**config.mk**
```make
export PLATFORM = sky130hd
export DESIGN_NAME = rational_arithmetic_unit
export DESIGN_NICKNAME = d
export VERILOG_FILES = /design/src/rtl/rau_pkg.sv /design/src/rtl/rau_ctrl.sv /design/src/rtl/rau_datapath.sv /design/src/rtl/rational_arithmetic_unit.sv
export SDC_FILE = /design/constraint.sdc
export NUM_CORES = 2
export LEC_CHECK = 0
export ABC_CLOCK_PERIOD_IN_PS = 11450
export BUFFER_PORTS_ARGS = -buffer_cell sky130_fd_sc_hd__clkbuf_2
export CAP_MARGIN = 15
export CORE_MARGIN = 2
export CORE_UTILIZATION = 35
export CTS_BUF_LIST = sky130_fd_sc_hd__clkbuf_8
export CTS_CLUSTER_SIZE = 30
export DETAILED_ROUTE_END_ITERATION = 16
export PLACE_DENSITY_LB_ADDON = 0.12
export REMOVE_ABC_BUFFERS = 1
export SLEW_MARGIN = 40
export SYNTH_ARGS = -nofsm -noshare
export SYNTH_HDL_FRONTEND = slang
export SYNTH_SLANG_ARGS = --single-unit
```
**constraint.sdc**
```tcl
create_clock -name clk -period 11.45 [get_ports clk]
set_clock_uncertainty 0.1 [all_clocks]
set_input_delay 2.29 -clock clk [delete_from_list [all_inputs] [get_ports clk]]
set_output_delay 2.29 -clock clk [all_outputs]
set_load 0.03 [all_outputs]
```
**src/rtl/rau_pkg.sv**
```systemverilog
// ----------------------------------------------------------------------------
// rau_pkg
// Shared types and constants of the rational arithmetic unit: operand and
// result widths, operation and status codes, controller states and the
// command and status groups between the controller and the datapath.
// ----------------------------------------------------------------------------
package rau_pkg;

  localparam int OPERAND_WIDTH = 16;
  localparam int IN_W          = 16;
  localparam int NUM_W         = 33;
  localparam int DEN_W         = 31;

  localparam int OW = OPERAND_WIDTH;
  localparam int PROD_W = 2 * OW;
  localparam int PW = 2 * OW + 1;
  localparam int MW = 2 * OW;
  localparam int KW = $clog2(MW);
  localparam int CW = $clog2(MW + 1);

  typedef enum logic [1:0] {
    ACT_ADD = 2'd0,
    ACT_SUB = 2'd1,
    ACT_MUL = 2'd2,
    ACT_DIV = 2'd3
  } action_t;

  typedef enum logic [1:0] {
    ST_OK       = 2'd0,
    ST_DIV_ZERO = 2'd1,
    ST_DEN_ZERO = 2'd2
  } status_t;

  typedef enum logic [1:0] {
    RES_DEN_ZERO,
    RES_DIV_ZERO,
    RES_ZERO,
    RES_OK
  } res_kind_t;

  typedef enum logic [1:0] {
    MSEL_P1,
    MSEL_P2,
    MSEL_DEN
  } mul_sel_t;

  typedef enum logic [3:0] {
    S_IDLE,
    S_CHECK,
    S_MUL0,
    S_MUL1,
    S_MUL2,
    S_COMB,
    S_ZCHK,
    S_GCD,
    S_DIVN,
    S_DIVD,
    S_DONE
  } state_t;

  typedef struct packed {
    logic      load;
    logic      mul_en;
    mul_sel_t  mul_sel;
    logic      comb;
    logic      mag_load;
    logic      gcd_step;
    logic      div_load_num;
    logic      div_load_den;
    logic      div_step;
    logic      qn_save;
    logic      res_wr;
    res_kind_t res_kind;
  } dp_cmd_t;

  typedef struct packed {
    logic den_zero;
    logic div_zero;
    logic numer_zero;
    logic gcd_done;
    logic div_done;
  } dp_stat_t;

endpackage

```
**src/rtl/rau_ctrl.sv**
```systemverilog
// ----------------------------------------------------------------------------
// rau_ctrl
// Controller of the rational arithmetic unit. It steps one request through
// operand checks, the shared multiplier, reduction and the two divisions.
// ----------------------------------------------------------------------------
module rau_ctrl (
  input  logic            clk,
  input  logic            rst_n,
  input  logic            start,
  input  rau_pkg::dp_stat_t stat,
  output rau_pkg::dp_cmd_t  cmd,
  output logic            busy,
  output logic            out_valid
);
  import rau_pkg::*;

  state_t state_r, state_nxt;

  always_ff @(posedge clk) begin
    if (!rst_n) begin
      state_r <= S_IDLE;
    end else begin
      state_r <= state_nxt;
    end
  end

  always_comb begin
    state_nxt = state_r;
    case (state_r)
      S_IDLE: begin
        if (start) begin
          state_nxt = S_CHECK;
        end
      end
      S_CHECK: begin
        if (stat.den_zero || stat.div_zero) begin
          state_nxt = S_DONE;
        end else begin
          state_nxt = S_MUL0;
        end
      end
      S_MUL0: state_nxt = S_MUL1;
      S_MUL1: state_nxt = S_MUL2;
      S_MUL2: state_nxt = S_COMB;
      S_COMB: state_nxt = S_ZCHK;
      S_ZCHK: begin
        if (stat.numer_zero) begin
          state_nxt = S_DONE;
        end else begin
          state_nxt = S_GCD;
        end
      end
      S_GCD: begin
        if (stat.gcd_done) begin
          state_nxt = S_DIVN;
        end
      end
      S_DIVN: begin
        if (stat.div_done) begin
          state_nxt = S_DIVD;
        end
      end
      S_DIVD: begin
        if (stat.div_done) begin
          state_nxt = S_DONE;
        end
      end
      S_DONE: state_nxt = S_IDLE;
      default: state_nxt = S_IDLE;
    endcase
  end

  always_comb begin
    cmd = '0;
    cmd.mul_sel = MSEL_P1;
    cmd.res_kind = RES_OK;
    busy = 1'b1;
    out_valid = 1'b0;
    case (state_r)
      S_IDLE: begin
        busy = 1'b0;
        cmd.load = start;
      end
      S_CHECK: begin
        cmd.res_wr = stat.den_zero || stat.div_zero;
        cmd.res_kind = stat.den_zero ? RES_DEN_ZERO : RES_DIV_ZERO;
      end
      S_MUL0: begin
        cmd.mul_en = 1'b1;
        cmd.mul_sel = MSEL_P1;
      end
      S_MUL1: begin
        cmd.mul_en = 1'b1;
        cmd.mul_sel = MSEL_P2;
      end
      S_MUL2: begin
        cmd.mul_en = 1'b1;
        cmd.mul_sel = MSEL_DEN;
      end
      S_COMB: cmd.comb = 1'b1;
      S_ZCHK: begin
        cmd.mag_load = 1'b1;
        cmd.res_wr = stat.numer_zero;
        cmd.res_kind = RES_ZERO;
      end
      S_GCD: begin
        cmd.gcd_step = !stat.gcd_done;
        cmd.div_load_num = stat.gcd_done;
      end
      S_DIVN: begin
        cmd.div_step = !stat.div_done;
        cmd.qn_save = stat.div_done;
        cmd.div_load_den = stat.div_done;
      end
      S_DIVD: begin
        cmd.div_step = !stat.div_done;
        cmd.res_wr = stat.div_done;
        cmd.res_kind = RES_OK;
      end
      S_DONE: out_valid = 1'b1;
      default: busy = 1'b1;
    endcase
  end

endmodule

```
**src/rtl/rau_datapath.sv**
```systemverilog
// ----------------------------------------------------------------------------
// rau_datapath
// Datapath of the rational arithmetic unit: operand registers, one shared
// signed multiplier, the combine adder, a binary GCD unit and a restoring
// divider that is used for the numerator and then the denominator.
// ----------------------------------------------------------------------------
module rau_datapath (
  input  logic                        clk,
  input  rau_pkg::dp_cmd_t            cmd,
  input  logic [1:0]                  in_action,
  input  logic [rau_pkg::IN_W-1:0]    in_num_a,
  input  logic [rau_pkg::IN_W-1:0]    in_den_a,
  input  logic [rau_pkg::IN_W-1:0]    in_num_b,
  input  logic [rau_pkg::IN_W-1:0]    in_den_b,
  output rau_pkg::dp_stat_t           stat,
  output logic [1:0]                  out_status,
  output logic [rau_pkg::NUM_W-1:0]   out_num_out,
  output logic [rau_pkg::DEN_W-1:0]   out_den_out
);
  import rau_pkg::*;

  action_t                   act_r;
  logic signed [OW-1:0]      na_r, da_r, nb_r, db_r;
  logic signed [OW-1:0]      ma, mb;
  logic signed [PROD_W-1:0]  prod;
  logic signed [PROD_W-1:0]  p1_r, p2_r, pd_r;
  logic signed [PW-1:0]      numer_r, numer_nxt, denom_r;
  logic [PW-1:0]             nabs, dabs;
  logic [MW-1:0]             nmag_r, dmag_r;
  logic                      neg_r;
  logic [MW-1:0]             u_r, v_r, diff, umin;
  logic [KW-1:0]             k_r;
  logic [MW-1:0]             g_r, rem_r, quo_r, qn_r;
  logic [CW-1:0]             cnt_r;
  logic [MW:0]               shifted;
  logic                      ge;
  logic [NUM_W-1:0]          qn_ext;
  status_t                   res_status_r;
  logic [NUM_W-1:0]          res_num_r;
  logic [DEN_W-1:0]          res_den_r;

  always_ff @(posedge clk) begin
    if (cmd.load) begin
      act_r <= action_t'(in_action);
      na_r  <= in_num_a[OW-1:0];
      da_r  <= in_den_a[OW-1:0];
      nb_r  <= in_num_b[OW-1:0];
      db_r  <= in_den_b[OW-1:0];
    end
  end

  always_comb begin
    ma = na_r;
    mb = db_r;
    case (cmd.mul_sel)
      MSEL_P1: begin
        ma = na_r;
        mb = (act_r == ACT_MUL) ? nb_r : db_r;
      end
      MSEL_P2: begin
        ma = nb_r;
        mb = da_r;
      end
      MSEL_DEN: begin
        ma = da_r;
        mb = (act_r == ACT_DIV) ? nb_r : db_r;
      end
      default: begin
        ma = na_r;
        mb = db_r;
      end
    endcase
  end

  assign prod = ma * mb;

  always_ff @(posedge clk) begin
    if (cmd.mul_en) begin
      case (cmd.mul_sel)
        MSEL_P1:  p1_r <= prod;
        MSEL_P2:  p2_r <= prod;
        MSEL_DEN: pd_r <= prod;
        default:  p1_r <= prod;
      endcase
    end
  end

  always_comb begin
    case (act_r)
      ACT_ADD: numer_nxt = PW'(p1_r) + PW'(p2_r);
      ACT_SUB: numer_nxt = PW'(p1_r) - PW'(p2_r);
      default: numer_nxt = PW'(p1_r);
    endcase
  end

  always_ff @(posedge clk) begin
    if (cmd.comb) begin
      numer_r <= numer_nxt;
      denom_r <= PW'(pd_r);
    end
  end

  assign nabs = numer_r[PW-1] ? PW'(-numer_r) : PW'(numer_r);
  assign dabs = denom_r[PW-1] ? PW'(-denom_r) : PW'(denom_r);

  assign diff = (u_r > v_r) ? (u_r - v_r) : (v_r - u_r);
  assign umin = (u_r > v_r) ? v_r : u_r;

  always_ff @(posedge clk) begin
    if (cmd.mag_load) begin
      nmag_r <= nabs[MW-1:0];
      dmag_r <= dabs[MW-1:0];
      u_r    <= nabs[MW-1:0];
      v_r    <= dabs[MW-1:0];
      k_r    <= '0;
      neg_r  <= numer_r[PW-1] ^ denom_r[PW-1];
    end else if (cmd.gcd_step && (v_r != '0)) begin
      if (!u_r[0] && !v_r[0]) begin
        u_r <= u_r >> 1;
        v_r <= v_r >> 1;
        k_r <= k_r + KW'(1);
      end else if (!u_r[0]) begin
        u_r <= u_r >> 1;
      end else if (!v_r[0]) begin
        v_r <= v_r >> 1;
      end else begin
        u_r <= umin;
        v_r <= diff;
      end
    end
  end

  assign shifted = {rem_r, quo_r[MW-1]};
  assign ge = shifted >= {1'b0, g_r};

  always_ff @(posedge clk) begin
    if (cmd.div_load_num) begin
      g_r   <= u_r << k_r;
      quo_r <= nmag_r;
      rem_r <= '0;
      cnt_r <= '0;
    end else if (cmd.div_load_den) begin
      quo_r <= dmag_r;
      rem_r <= '0;
      cnt_r <= '0;
    end else if (cmd.div_step) begin
      rem_r <= ge ? MW'(shifted - {1'b0, g_r}) : shifted[MW-1:0];
      quo_r <= {quo_r[MW-2:0], ge};
      cnt_r <= cnt_r + CW'(1);
    end
    if (cmd.qn_save) begin
      qn_r <= quo_r;
    end
  end

  assign qn_ext = NUM_W'(qn_r);

  always_ff @(posedge clk) begin
    if (cmd.res_wr) begin
      case (cmd.res_kind)
        RES_DEN_ZERO: begin
          res_status_r <= ST_DEN_ZERO;
          res_num_r    <= '0;
          res_den_r    <= '0;
        end
        RES_DIV_ZERO: begin
          res_status_r <= ST_DIV_ZERO;
          res_num_r    <= '0;
          res_den_r    <= '0;
        end
        RES_ZERO: begin
          res_status_r <= ST_OK;
          res_num_r    <= '0;
          res_den_r    <= (denom_r == '0) ? '0 : DEN_W'(1);
        end
        RES_OK: begin
          res_status_r <= ST_OK;
          res_num_r    <= neg_r ? (~qn_ext + NUM_W'(1)) : qn_ext;
          res_den_r    <= DEN_W'(quo_r);
        end
        default: begin
          res_status_r <= ST_OK;
          res_num_r    <= '0;
          res_den_r    <= '0;
        end
      endcase
    end
  end

  assign stat.den_zero   = (da_r == '0) || (db_r == '0);
  assign stat.div_zero   = (act_r == ACT_DIV) && (nb_r == '0);
  assign stat.numer_zero = (numer_r == '0) || (denom_r == '0);
  assign stat.gcd_done   = (v_r == '0);
  assign stat.div_done   = (cnt_r == CW'(MW));

  assign out_status  = res_status_r;
  assign out_num_out = res_num_r;
  assign out_den_out = res_den_r;

endmodule

```
**src/rtl/rational_arithmetic_unit.sv**
```systemverilog
// ----------------------------------------------------------------------------
// rational_arithmetic_unit
// Adds, subtracts, multiplies or divides two signed fractions and returns
// the result reduced by the greatest common divisor, with a status code.
//
//   Channel  Handshake          Payload
//   input    start, busy        in_action, in_num_a, in_den_a, in_num_b, in_den_b
//   result   out_valid          out_status, out_num_out, out_den_out
//
// A request is taken when start is high and busy is low. A zero denominator or
// a divide by zero returns after the operand check, a zero result after the
// multiplies and the combine step. Any other request also runs the binary GCD
// loop and two 32-step divisions on one divider before it returns.
// The result shows for one cycle with out_valid high while busy is still high.
// Reset is synchronous and returns the block to idle; the receiver cannot stall.
// ----------------------------------------------------------------------------
module rational_arithmetic_unit (
  input  logic                        clk,
  input  logic                        rst_n,
  input  logic                        start,
  output logic                        busy,
  input  logic [1:0]                  in_action,
  input  logic signed [rau_pkg::IN_W-1:0]  in_num_a,
  input  logic signed [rau_pkg::IN_W-1:0]  in_den_a,
  input  logic signed [rau_pkg::IN_W-1:0]  in_num_b,
  input  logic signed [rau_pkg::IN_W-1:0]  in_den_b,
  output logic                        out_valid,
  output logic [1:0]                  out_status,
  output logic signed [rau_pkg::NUM_W-1:0] out_num_out,
  output logic [rau_pkg::DEN_W-1:0]   out_den_out
);
  import rau_pkg::*;

  dp_cmd_t  cmd;
  dp_stat_t stat;

  rau_ctrl u_ctrl (
    .clk       (clk),
    .rst_n     (rst_n),
    .start     (start),
    .stat      (stat),
    .cmd       (cmd),
    .busy      (busy),
    .out_valid (out_valid)
  );

  rau_datapath u_dp (
    .clk         (clk),
    .cmd         (cmd),
    .in_action   (in_action),
    .in_num_a    (in_num_a),
    .in_den_a    (in_den_a),
    .in_num_b    (in_num_b),
    .in_den_b    (in_den_b),
    .stat        (stat),
    .out_status  (out_status),
    .out_num_out (out_num_out),
    .out_den_out (out_den_out)
  );

endmodule

```
==> impl_results.md <==
* # setup viols final at 0
* Cts bufs inserted at 104
* Number of instances in the placed design at 5,639
* EDFF count, synth at around 520
* Count of pins over their slew limit at 0
* PostCTS Resize Cnt at 0
* Core area at approximately 120,000 µm²
* Synthesized instance count at 4,078
* Routed wire per std cell at roughly 21 µm
* FF-to-FF Start: u_ctrl.state_r[2]$_SDFFE_PN0P_
* Area of the mapped netlist at between 40,000 and 50,000 µm²
* Critical path depth at 30
* CP startpoint: u_ctrl.state_r[2]$_SDFFE_PN0P_
* Clock sink count at ~570
* Most common cell after layout, fill and taps aside: edfxtp_1
* Final nets at 4,769
* Chip width at 348.3 µm
* Worst-path fanout max at 22
* Worst EP arrival at 10.14 ns
* Syn avg cell area at about 10 µm²
* RSZ-0062 raised after global routing: false
* Top delay family on crit path: adder cells
* DRT iter0 DRCs at 2,018
* Max cap viols at 0
* Post-route ant nets at 0
* Final period util at 84.98%
* Port bufs at around 140
* First-pass GRT wire length at approximately 190,000 µm
* Sequential element share of the synthesized area at 39.76%
* Clock latency on the worst-skew pair at between 0.8 and 0.9 ns
* Yosys Warn Count at 0
* Dominant synthesized flop cell: edfxtp_1
* Ports at 137
* Synth async-reset ratio at 0%
* Gpl congestion at 0.9080
* Worst R2R End: u_dp.pd_r[31]$_DFFE_PP_
* Worst R2R Path Depth at 30
* Initial antenna violation count at 4
* Vias in the first global route at 30,830
* Worst setup endpoint: u_dp.pd_r[31]$_DFFE_PP_
* Hold buffers post-CTS at 0
* Multi-input logic area at ~23,000 µm²
* TritonCTS clock tree: yes
* CP Capture Type: flip-flop
* Worst Setup Start Kind: flip-flop
* Buffer and inverter count on the worst path at 6
* WP data required at 11.86 ns
* Clock transition at the registers of the reported paths at 0.06 ns
* CP max stage cell: ha_1
* Register area at ~16,000 µm²
* Die ar. at 121,300 µm²
* Seq cells post-synth at between 500 and 600
* Vias per inst at 5.136
* Worst Tran Pin Value at around 0.87 ns
* Area delta synth->final at 11.06%
* Max incr delay on CP at 0.80 ns
* Fillers at about 12,000
* Pre-antenna DRT Iters at 5
* Most frequent cells in the layout: edfxtp_1 (518), inv_1 (456), nand2_1 (424), nor2_1 (350), o21ai_0 (282)
* Status: finished clean
* Largest net degree at the start of global routing at 70
* Reg2reg setup slack at 1.72 ns
* DRC viols at 0
* Hold Fails Final Rpt at 0
* Tmin final at 9.730 ns
* DPL Wire Length at between 90,000 and 100,000 µm
* Row cnt at ~130
* Post-Route WL at 120,500 µm
* Root Driver: clkbuf_8
* Kind of critical path: reg -> reg
* Total gr overflow at 0
* H-tree levels at 3
* Via count at 29,970
* Final core occ at roughly two fifths
* Final instance area at 46,080 µm²
* Worst path most repeated cell: fa_1
* Total setup buffers inserted after CTS at 0
* Initial core utilization at 35.23%
* Synth unique cells at 84
* Placement Cell Area at approximately 44,000 µm²
* All-layer global routing usage at roughly a fifth
* Setup tns final at 0 ns
* Worst-case clock buffer depth at 3
* Highest clock rate at 0.1028 GHz
* Relative slew slack at 41.35%
* Hold Crit Class: reg -> reg
* DIE HEIGHT at approximately 350 µm
* Share of layout cells above drive strength 1 at 9.870%
* Fin cells at 5,836
==> worst min path at each step <==
stage	slack, ns	to	depth (start not counted)	from
after global placement	0.30	u_dp.denom_r[11]$_DFFE_PP_	0	u_dp.pd_r[11]$_DFFE_PP_
after global routing	0.29	u_dp.denom_r[7]$_DFFE_PP_	0	u_dp.pd_r[7]$_DFFE_PP_
after detailed placement	0.30	u_dp.denom_r[28]$_DFFE_PP_	0	u_dp.pd_r[28]$_DFFE_PP_
final	0.29	u_dp.denom_r[7]$_DFFE_PP_	0	u_dp.pd_r[7]$_DFFE_PP_
after floorplan	0.30	u_dp.denom_r[0]$_DFFE_PP_	0	u_dp.pd_r[0]$_DFFE_PP_
after CTS	0.27	u_dp.denom_r[7]$_DFFE_PP_	0	u_dp.pd_r[7]$_DFFE_PP_
==> synth_stat cells (30+ instances only) <==
cell | n | area share (%)
nor2b_1 | 54 | 0.81
nor3_1 | 30 | 0.36
or3_1 | 31 | 0.47
o31ai_1 | 45 | 0.81
xnor2_1 | 151 | 3.2
fa_1 | 266 | 13
xor2_1 | 94 | 2.0
a21oi_1 | 231 | 2.8
inv_1 | 424 | 3.8
nor2_1 | 355 | 3.2
mux2i_1 | 143 | 3.4
a21o_1 | 90 | 1.6
dfxtp_1 | 47 | 2.3
a22oi_1 | 37 | 0.67
nand3_1 | 34 | 0.41
nand2b_1 | 37 | 0.56
edfxtp_1 | 518 | 37
o21a_1 | 34 | 0.62
clkbuf_1 | 144 | 1.3
ha_1 | 225 | 6.8
nor4_1 | 36 | 0.54
nand2_1 | 426 | 3.9
o21ai_0 | 283 | 3.4
==> cell families (layout without fill, tap and decap cells) <==
logic type	after synthesis	in the layout	synth area share, %
adders and majority gates	491	491	19.62
muxes	177	177	4.726
buffers and inverters	594	812	5.392
AOI/OAI and AO/OA	883	883	13.04
other	0	4	0
DFF	565	565	39.76
xor gates and xnor gates	245	245	5.172
and+or+nand+nor	1123	1123	12.29
==> per-stage QoR <==
stage               setup slack (ns)  hold WS (ns)
finish                         1.720        0.2895
detailed placement             1.698        0.3045
CTS                            1.692        0.2709
floorplan                      1.465        0.3003
global route                   1.045        0.2897
global placement               1.588        0.3001
==> layer usage <==
metal	up-vias	track usage [%]	share of wire [%]
met2	674	33.76	48
met5	-	0	0
met4	0	5.849	2.8
met1	14650	26.72	46
li1	14450	-	-
met3	190	2.547	3.6
==> final cells by class <==
| class | instances | area share, % |
|---|---|---|
| antenna | 4 | 0.02172 |
| clock buffer | 104 | 3.106 |
| inverter | 425 | 3.473 |
| clock inverter | 89 | 1.184 |
| multi-input combinational | 2919 | 49.78 |
| timing repair buffer | 194 | 2.466 |
| tap | 1536 | 4.171 |
| sequential | 565 | 35.80 |
Power is left out: the tool's default activity adds up to more than one toggle a clock period on the data nets, which glitch-free logic cannot reach.
